### src/rtl/core/ledc_pkg.sv
`default_nettype none

package ledc_pkg;

  localparam int unsigned LineMax = 32;
  localparam int unsigned AddrW   = $clog2(LineMax);
  localparam int unsigned FillW   = $clog2(LineMax + 1);

  localparam logic [7:0] KeyBs     = 8'h08;
  localparam logic [7:0] KeyLf     = 8'h0A;
  localparam logic [7:0] KeyCr     = 8'h0D;
  localparam logic [7:0] KeyCtlQ   = 8'h11;
  localparam logic [7:0] KeySpace  = 8'h20;
  localparam logic [7:0] KeyBSlash = 8'h5C;
  localparam logic [7:0] KeyDel    = 8'h7F;

  localparam logic [7:0] AccQuote  = 8'h27;
  localparam logic [7:0] AccComma  = 8'h2C;
  localparam logic [7:0] AccColon  = 8'h3A;
  localparam logic [7:0] AccCaret  = 8'h5E;
  localparam logic [7:0] AccGrave  = 8'h60;
  localparam logic [7:0] AccTilde  = 8'h7E;

  typedef enum logic [1:0] {
    ST_IDLE,
    ST_WORK,
    ST_EMIT,
    ST_LINE
  } ledc_state_e;

  function automatic logic is_dead_key(input logic [7:0] c);
    return (c == AccQuote) || (c == AccComma) || (c == AccColon) ||
           (c == AccCaret) || (c == AccGrave) || (c == AccTilde);
  endfunction

  // Returns {hit, composed Latin-1 code} for an accent and a letter.
  function automatic logic [8:0] compose(input logic [7:0] acc, input logic [7:0] key);
    logic [8:0] r;
    r = 9'h000;
    case ({acc, key})
      {AccTilde, 8'h41}: r = {1'b1, 8'hC3};
      {AccTilde, 8'h61}: r = {1'b1, 8'hE3};
      {AccTilde, 8'h4F}: r = {1'b1, 8'hD5};
      {AccTilde, 8'h6F}: r = {1'b1, 8'hF5};
      {AccComma, 8'h43}: r = {1'b1, 8'hC7};
      {AccComma, 8'h63}: r = {1'b1, 8'hE7};
      {AccComma, 8'h7A}: r = {1'b1, 8'hDF};
      {AccQuote, 8'h41}: r = {1'b1, 8'hC1};
      {AccQuote, 8'h61}: r = {1'b1, 8'hE1};
      {AccQuote, 8'h45}: r = {1'b1, 8'hC9};
      {AccQuote, 8'h65}: r = {1'b1, 8'hE9};
      {AccQuote, 8'h49}: r = {1'b1, 8'hCD};
      {AccQuote, 8'h69}: r = {1'b1, 8'hED};
      {AccQuote, 8'h4F}: r = {1'b1, 8'hD3};
      {AccQuote, 8'h6F}: r = {1'b1, 8'hF3};
      {AccQuote, 8'h55}: r = {1'b1, 8'hDA};
      {AccQuote, 8'h75}: r = {1'b1, 8'hFA};
      {AccCaret, 8'h41}: r = {1'b1, 8'hC2};
      {AccCaret, 8'h61}: r = {1'b1, 8'hE2};
      {AccCaret, 8'h45}: r = {1'b1, 8'hCA};
      {AccCaret, 8'h65}: r = {1'b1, 8'hEA};
      {AccCaret, 8'h49}: r = {1'b1, 8'hCE};
      {AccCaret, 8'h69}: r = {1'b1, 8'hEE};
      {AccCaret, 8'h4F}: r = {1'b1, 8'hD4};
      {AccCaret, 8'h6F}: r = {1'b1, 8'hF4};
      {AccCaret, 8'h55}: r = {1'b1, 8'hDB};
      {AccCaret, 8'h75}: r = {1'b1, 8'hFB};
      {AccGrave, 8'h41}: r = {1'b1, 8'hC0};
      {AccGrave, 8'h61}: r = {1'b1, 8'hE0};
      {AccGrave, 8'h45}: r = {1'b1, 8'hC8};
      {AccGrave, 8'h65}: r = {1'b1, 8'hE8};
      {AccGrave, 8'h49}: r = {1'b1, 8'hCC};
      {AccGrave, 8'h69}: r = {1'b1, 8'hEC};
      {AccGrave, 8'h4F}: r = {1'b1, 8'hD2};
      {AccGrave, 8'h6F}: r = {1'b1, 8'hF2};
      {AccGrave, 8'h55}: r = {1'b1, 8'hD9};
      {AccGrave, 8'h75}: r = {1'b1, 8'hF9};
      {AccColon, 8'h41}: r = {1'b1, 8'hC4};
      {AccColon, 8'h61}: r = {1'b1, 8'hE4};
      {AccColon, 8'h45}: r = {1'b1, 8'hCB};
      {AccColon, 8'h65}: r = {1'b1, 8'hEB};
      {AccColon, 8'h49}: r = {1'b1, 8'hCF};
      {AccColon, 8'h69}: r = {1'b1, 8'hEF};
      {AccColon, 8'h4F}: r = {1'b1, 8'hD6};
      {AccColon, 8'h6F}: r = {1'b1, 8'hF6};
      {AccColon, 8'h55}: r = {1'b1, 8'hDC};
      {AccColon, 8'h75}: r = {1'b1, 8'hFC};
      default:           r = 9'h000;
    endcase
    return r;
  endfunction

endpackage

`default_nettype wire

### src/rtl/core/ledc_ram.sv
`default_nettype none

module ledc_ram #(
  parameter int unsigned Width = 8,
  parameter int unsigned Depth = 32,
  localparam int unsigned AW   = (Depth > 1) ? $clog2(Depth) : 1
) (
  input  wire logic             clk_i,
  input  wire logic             we_i,
  input  wire logic [AW-1:0]    waddr_i,
  input  wire logic [Width-1:0] wdata_i,
  input  wire logic             re_i,
  input  wire logic [AW-1:0]    raddr_i,
  output logic      [Width-1:0] rdata_o
);

  logic [Width-1:0] mem_q [Depth];
  logic [Width-1:0] rdata_q;

  always_ff @(posedge clk_i) begin
    if (we_i) begin
      mem_q[waddr_i] <= wdata_i;
    end
    if (re_i) begin
      rdata_q <= mem_q[raddr_i];
    end
  end

  assign rdata_o = rdata_q;

endmodule

`default_nettype wire

### src/rtl/core/line_editor_dead_key_compose.sv
// Line editor with dead-key accent composition.
//
// Keyboard bytes come in on the s_axis channel, one byte per transfer. Echo
// characters and the bytes of a finished line leave on the m_axis channel;
// tuser[0] is 0 for an echo and 1 for a line byte, tuser[1] marks the newline
// that ends a line, and tlast marks the last result of each key.
//
// An accepted key is decoded in the following cycle. CR or LF walks the line
// store through its single read port, one byte a cycle while the receiver
// keeps up. The line store is a 32 x 8 RAM with registered read.
//
// The result register lets the next key be accepted while the last result of
// the previous key still waits. When the receiver stalls, the block holds its
// work and its read pointer until the result register drains.
// After reset the line is empty and no accent is pending; the store needs no
// clearing, since only entries below the fill count are ever read.
`default_nettype none

module line_editor_dead_key_compose
  import ledc_pkg::*;
(
  input  wire logic       clk_i,
  input  wire logic       rst_ni,
  input  wire logic       s_axis_tvalid_i,
  output logic            s_axis_tready_o,
  input  wire logic [7:0] s_axis_tdata_i,   // [7:0] key_byte
  output logic            m_axis_tvalid_o,
  input  wire logic       m_axis_tready_i,
  output logic      [7:0] m_axis_tdata_o,   // [7:0] out_byte
  output logic      [1:0] m_axis_tuser_o,   // [0] kind, [1] line_done
  output logic            m_axis_tlast_o
);

  ledc_state_e state_q, state_d;

  logic [7:0]       key_q;
  logic [7:0]       pend_q, pend_d;
  logic [FillW-1:0] fill_q, fill_d;
  logic [FillW-1:0] idx_q, idx_d;
  logic             rd_pend_q, rd_pend_d;
  logic [7:0]       seq_b0_q, seq_b0_d, seq_b1_q, seq_b1_d;
  logic             seq_two_q, seq_two_d;

  logic             m_valid_q;
  logic [7:0]       m_byte_q;
  logic             m_kind_q, m_done_q, m_last_q;

  logic             push;
  logic [7:0]       push_byte;
  logic             push_kind, push_done, push_last;

  logic             we, re;
  logic [AddrW-1:0] waddr, raddr;
  logic [7:0]       wdata, rdata;

  logic             out_free;
  logic             s_xfer;
  logic [8:0]       lookup;
  logic             pend_any, act_ctlq, act_swallow, act_compose, plain;
  logic             key_eol, key_erase, act_eol, act_erase, act_store;
  logic             needs_out, work_go, line_end;
  logic             rd_load, rd_issue;
  logic [FillW-1:0] fill_dec;

  assign out_free = !m_valid_q || m_axis_tready_i;
  assign s_xfer   = s_axis_tvalid_i && s_axis_tready_o;

  assign lookup      = compose(pend_q, key_q);
  assign pend_any    = (pend_q != 8'h00);
  assign act_ctlq    = (key_q == KeyCtlQ);
  assign act_swallow = !act_ctlq && pend_any && (key_q == KeyBSlash);
  assign act_compose = !act_ctlq && pend_any && lookup[8];
  assign plain       = !act_ctlq && !act_swallow && !act_compose;
  assign key_eol     = (key_q == KeyLf) || (key_q == KeyCr);
  assign key_erase   = (key_q == KeyBs) || (key_q == KeyDel);
  assign act_eol     = plain && key_eol;
  assign act_erase   = plain && key_erase && (fill_q != '0);
  assign act_store   = plain && !key_eol && !key_erase && (fill_q < FillW'(LineMax));
  assign needs_out   = act_compose || act_erase || act_store;
  assign work_go     = !needs_out || out_free;
  assign fill_dec    = fill_q - FillW'(1);

  // In the line walk, a fetched byte is handed on only when the result
  // register can take it; the RAM output holds until then.
  assign rd_load  = rd_pend_q && out_free;
  assign rd_issue = (idx_q < fill_q) && (!rd_pend_q || rd_load);
  assign line_end = !rd_pend_q && (idx_q == fill_q) && out_free;

  ledc_ram #(
    .Width(8),
    .Depth(LineMax)
  ) u_store (
    .clk_i  (clk_i),
    .we_i   (we),
    .waddr_i(waddr),
    .wdata_i(wdata),
    .re_i   (re),
    .raddr_i(raddr),
    .rdata_o(rdata)
  );

  always_comb begin
    state_d = state_q;
    unique case (state_q)
      ST_IDLE: begin
        if (s_xfer) begin
          state_d = ST_WORK;
        end
      end
      ST_WORK: begin
        if (work_go) begin
          if (act_compose || act_erase) begin
            state_d = ST_EMIT;
          end else if (act_eol) begin
            state_d = ST_LINE;
          end else begin
            state_d = ST_IDLE;
          end
        end
      end
      ST_EMIT: begin
        if (out_free && !seq_two_q) begin
          state_d = ST_IDLE;
        end
      end
      ST_LINE: begin
        if (line_end) begin
          state_d = ST_IDLE;
        end
      end
      default: state_d = ST_IDLE;
    endcase
  end

  always_comb begin
    s_axis_tready_o = (state_q == ST_IDLE);
    push      = 1'b0;
    push_byte = key_q;
    push_kind = 1'b0;
    push_done = 1'b0;
    push_last = 1'b0;
    pend_d    = pend_q;
    fill_d    = fill_q;
    idx_d     = idx_q;
    rd_pend_d = rd_pend_q;
    seq_b0_d  = seq_b0_q;
    seq_b1_d  = seq_b1_q;
    seq_two_d = seq_two_q;
    we        = 1'b0;
    waddr     = fill_q[AddrW-1:0];
    wdata     = key_q;
    re        = 1'b0;
    raddr     = idx_q[AddrW-1:0];
    unique case (state_q)
      ST_IDLE: begin
      end
      ST_WORK: begin
        if (work_go) begin
          if (!act_ctlq) begin
            pend_d = 8'h00;
          end
          if (act_compose) begin
            we        = (fill_q != '0);
            waddr     = fill_dec[AddrW-1:0];
            wdata     = lookup[7:0];
            push      = 1'b1;
            push_byte = KeyBs;
            seq_b0_d  = lookup[7:0];
            seq_two_d = 1'b0;
          end else if (act_eol) begin
            idx_d     = '0;
            rd_pend_d = 1'b0;
          end else if (act_erase) begin
            fill_d    = fill_dec;
            push      = 1'b1;
            push_byte = KeyBs;
            seq_b0_d  = KeySpace;
            seq_b1_d  = KeyBs;
            seq_two_d = 1'b1;
          end else if (act_store) begin
            we        = 1'b1;
            fill_d    = fill_q + FillW'(1);
            push      = 1'b1;
            push_last = 1'b1;
            if (is_dead_key(key_q)) begin
              pend_d = key_q;
            end
          end
        end
      end
      ST_EMIT: begin
        if (out_free) begin
          push      = 1'b1;
          push_byte = seq_b0_q;
          push_last = !seq_two_q;
          seq_b0_d  = seq_b1_q;
          seq_two_d = 1'b0;
        end
      end
      ST_LINE: begin
        if (rd_load) begin
          push      = 1'b1;
          push_byte = rdata;
          push_kind = 1'b1;
          rd_pend_d = 1'b0;
        end
        if (rd_issue) begin
          re        = 1'b1;
          idx_d     = idx_q + FillW'(1);
          rd_pend_d = 1'b1;
        end
        if (line_end) begin
          push      = 1'b1;
          push_byte = KeyLf;
          push_done = 1'b1;
          push_last = 1'b1;
          fill_d    = '0;
        end
      end
      default: begin
      end
    endcase
  end

  always_ff @(posedge clk_i or negedge rst_ni) begin
    if (!rst_ni) begin
      state_q   <= ST_IDLE;
      pend_q    <= 8'h00;
      fill_q    <= '0;
      idx_q     <= '0;
      rd_pend_q <= 1'b0;
      seq_two_q <= 1'b0;
      m_valid_q <= 1'b0;
    end else begin
      state_q   <= state_d;
      pend_q    <= pend_d;
      fill_q    <= fill_d;
      idx_q     <= idx_d;
      rd_pend_q <= rd_pend_d;
      seq_two_q <= seq_two_d;
      if (push) begin
        m_valid_q <= 1'b1;
      end else if (m_axis_tready_i) begin
        m_valid_q <= 1'b0;
      end
    end
  end

  always_ff @(posedge clk_i) begin
    if (s_xfer) begin
      key_q <= s_axis_tdata_i;
    end
    seq_b0_q <= seq_b0_d;
    seq_b1_q <= seq_b1_d;
    if (push) begin
      m_byte_q <= push_byte;
      m_kind_q <= push_kind;
      m_done_q <= push_done;
      m_last_q <= push_last;
    end
  end

  assign m_axis_tvalid_o = m_valid_q;
  assign m_axis_tdata_o  = m_byte_q;
  assign m_axis_tuser_o  = {m_done_q, m_kind_q};
  assign m_axis_tlast_o  = m_last_q;

endmodule

`default_nettype wire

### config.mk
export PLATFORM = sky130hd
export DESIGN_NAME = line_editor_dead_key_compose
export DESIGN_NICKNAME = d
export VERILOG_FILES = /design/src/rtl/core/ledc_pkg.sv /design/src/rtl/core/ledc_ram.sv /design/src/rtl/core/line_editor_dead_key_compose.sv
export SDC_FILE = /design/constraint.sdc
export NUM_CORES = 1
export LEC_CHECK = 0
export ABC_CLOCK_PERIOD_IN_PS = 6800
export BUFFER_PORTS_ARGS = -buffer_cell sky130_fd_sc_hd__clkbuf_2
export CAP_MARGIN = 30
export CORE_MARGIN = 8
export CORE_UTILIZATION = 53
export DETAILED_ROUTE_END_ITERATION = 7
export GPL_TIMING_DRIVEN = 0
export PLACE_DENSITY = 0.8
export SKIP_CTS_REPAIR_TIMING = 1
export SLEW_MARGIN = 20
export SYNTH_ARGS = -nofsm -noshare
export SYNTH_HDL_FRONTEND = slang
export SYNTH_SLANG_ARGS = --single-unit
export TNS_END_PERCENT = 50
### constraint.sdc
create_clock -name clk_i -period 6.8 [get_ports clk_i]
set_clock_uncertainty 0.1 [all_clocks]
set_input_delay 1.36 -clock clk_i [delete_from_list [all_inputs] [get_ports clk_i]]
set_output_delay 1.36 -clock clk_i [all_outputs]
set_load 0.05 [all_outputs]
==> results.md <==
* Largest net degree at the start of global routing at 33
* Root Driver: clkbuf_16
* Final core occ at between 60% and 70%
* Worst Setup Start Kind: flop
* Wirelength per Cell at approximately 26 µm
* DP HPWL at 23790 µm
* # H-tree levels at 2
* Cell with the most instances after synthesis: edfxtp_1
* Final hold vios at 0
* Cell Area, Placed at 15180 µm²
* Peak VDD IR at ~0.18 mV
* I/O pin count at 25
* CTS tree: yes
* Gr ovfl total at 0
* IO Port Bufs at 24
* Initial antenna violation count at 0
* Total power at roughly 0.0055 W
* DR DRC count at 0
* Inserted Diodes at 0
* Fraction of layout cells with a size suffix above 1 at a little under a quarter
* Post-synthesis cell area at 14380 µm²
* DIE AREA at roughly 33000 µm²
* Syn nets at 937
* Antenna-violating nets left at 0
* Yosys top cell area share at between 60% and 70%
* Placed insts at approximately 1300
* Chip Height at approximately 180 µm
* Setup CP Type: reg2reg
* Final instance area at ~16000 µm²
* EDFF count, synth at 290
* Starting DRC count in detailed routing at between 1000 and 1500
* RePlAce Congestion at 0.9346
* Count of final max-slew check failures at 0
* Seq cells post-synth at 315
* Synth top cells by count: edfxtp_1 (290), mux4_2 (80), nor2_1 (65)
* Via count at roughly 9000
* Post-synth top flop: edfxtp_1
* Clk slew on worst S/H paths at approximately 0.06 ns
* Pleak at about 5.4 nW
* Starting Density at 53.64%
* Fillers at 1879
* Time the worst path needs with I/O delays and setup at 4.408 ns
* FF+latch area at 9334 µm²
* Warnings, synthesis at 0
* Max Fclk at ~0.23 GHz
* Via-to-Cell Ratio at approximately 6.7
* Total core area at around 27000 µm²
* CTS sink count at 315
* Vias in the first global route at around 9000
* First-pass GRT wire length at ~54000 µm
* Fin cells at 1352
* PwrDens at around 340 nW/µm²
* Cell Rows at 60
* Chip width at 180.7 µm
* RSZ-0062 raised after global routing: false
* Setup crit end kind: flop
* Final worst path period share at roughly two thirds
* Max FO, Critical Path at 10
* Mean Syn Cell Area at about 16 µm²
* Area grow syn2layout at 13.72%
* Multi-input logic area at a little under 5000 µm²
* Cell variety after synth at just over 80
* Worst EP required at 6.83 ns
* First drt pass iteration count at 6
* CTS Buffer Depth at 3
* Status: finished, final reports clean
* Critical Path AT at 4.44 ns
* Later-pin clock latency in the skew report at around 0.52 ns
* Cell count after synthesis at 915
* Final setup fails at 0
* Worst-Margin Slew at a little under 1 ns
* MaxCap Viol Count at 0
* Total Wirelength at between 30000 and 40000 µm
* Largest cells by area after synthesis: edfxtp_1 (61%), mux4_2 (13%), dfrtp_1 (4.4%)
* Fin Setup TNS at 0 ns
* Async S/R FF share, synth at under 10%
* Hold Crit Class: reg2reg
* Final net count at slightly above 1000
* TritonCTS Buffers at 34
* GRT Util Overall at approximately 21%
* Yosys top cell by area: edfxtp_1
* Sequential cell area fraction in the yosys report at 64.93%
* Rel. slew slack at a little over a third
[cells in the final DEF, fill, tap and decap left out, types with 9 or more instances in the layout]
cell,netlist,final
nand2b_1,10,10
clkbuf_2,0,25
dfrtp_1,25,25
nor2_1,65,65
a22o_1,13,13
edfxtp_1,290,290
o21ai_0,20,14
mux4_2,80,80
nand3_1,18,18
clkbuf_16,0,34
clkbuf_1,38,43
a31oi_1,12,12
buf_2,9,10
and3_1,10,10
a21oi_1,24,24
ha_1,10,10
nor4_1,13,13
inv_1,17,17
nor3_1,21,15
mux2i_1,12,12
and2_1,9,9
nor3_2,4,10
nand2_1,54,54
o22ai_1,11,11
[power by group]
group | total (W) | switching (W) | internal [W]
combinational | 0.00144 | 0.000853 | 0.000592
clock | 0.00185 | 0.000758 | 0.00109
sequential | 0.00225 | 0.0000482 | 0.00221
total | 0.00554 | 0.00166 | 0.00388
[worst max-delay path: stages (launching register included)]
cell and delay (ns):
edfxtp_1 0.49, nor4b_2 0.72, nor2_1 0.14, o41a_1 0.44, o211ai_2 0.49, nand3_1 0.17, buf_2 0.24, nor3_2 0.22
a31oi_1 0.28, nor2_1 0.73
[registers in the layout, indices dropped and copies added, names as in the netlist]
signal           count
u_store.mem_q      256
key_q                8
m_axis_tdata_o       8
pend_q               8
u_store.rdata_o      8
seq_b0_q             7
fill_q               6
idx_q                6
state_q              2
m_axis_tlast_o       1
m_axis_tvalid_o      1
m_done_q             1
m_kind_q             1
rd_pend_q            1
seq_two_q            1
[per-layer routing]
metal,part of all wire (%),GRT usage [%],wire (µm)
met5,0,0,0
met4,3.8,8.234,1336
met3,9.7,4.132,3431
met2,46,33.50,16340
met1,40,29.67,14330
[final cells by class]
class                           instances  share of cell area (%)
Tap cell                              341                   2.610
Multi-Input combinational cell        522                   29.46
Sequential cell                       315                   57.09
Buffer                                 58                   1.523
Timing Repair Buffer                   35                   1.951
Inverter                               20                  0.4592
Clock inverter                         21                   1.561
Clock buffer                           40                   5.342
[worst paths after layout]
check	to	cells after the start	slack [ns]	startpoint
max in group asynchronous	state_q[1]$_DFFE_PN0P_	1	5.40	rst_ni
worst max-delay path	u_store.mem_q[28][2]$_DFFE_PP_	9	2.39	key_q[1]$_DFFE_PP_
worst min register to register	seq_two_q$_DFFE_PN0P_	2	0.45	seq_two_q$_DFFE_PN0P_
min in group asynchronous	fill_q[0]$_DFFE_PN0P_	1	0.76	rst_ni
worst max register to register	u_store.mem_q[28][2]$_DFFE_PP_	9	2.39	key_q[1]$_DFFE_PP_
worst min-delay path	seq_two_q$_DFFE_PN0P_	2	0.45	seq_two_q$_DFFE_PN0P_
[through the flow]
| stage | hold slack [ns] | setup WS [ns] |
|---|---|---|
| floorplan | 0.3734 | 2.685 |
| global route | 0.4870 | 2.217 |
| global placement | 0.3912 | 0.3569 |
| CTS | 0.4390 | 2.501 |
| detailed placement | 0.4240 | 2.528 |
| finish | 0.4502 | 2.392 |
[kinds of logic (layout without fill, tap and decap cells)]
group | count (synthesis) | count (layout) | share of synthesized area (%)
AOI/OAI and AO/OA | 145 | 145 | 7.398
xor gates and xnor gates | 7 | 7 | 0.4787
adders and majority gates | 10 | 10 | 0.8703
buffers and inverters | 78 | 174 | 2.245
DFF | 315 | 315 | 64.93
muxes | 100 | 100 | 13.99
and+or+nand+nor | 260 | 260 | 10.09
Power figures use the tool's default switching activity.
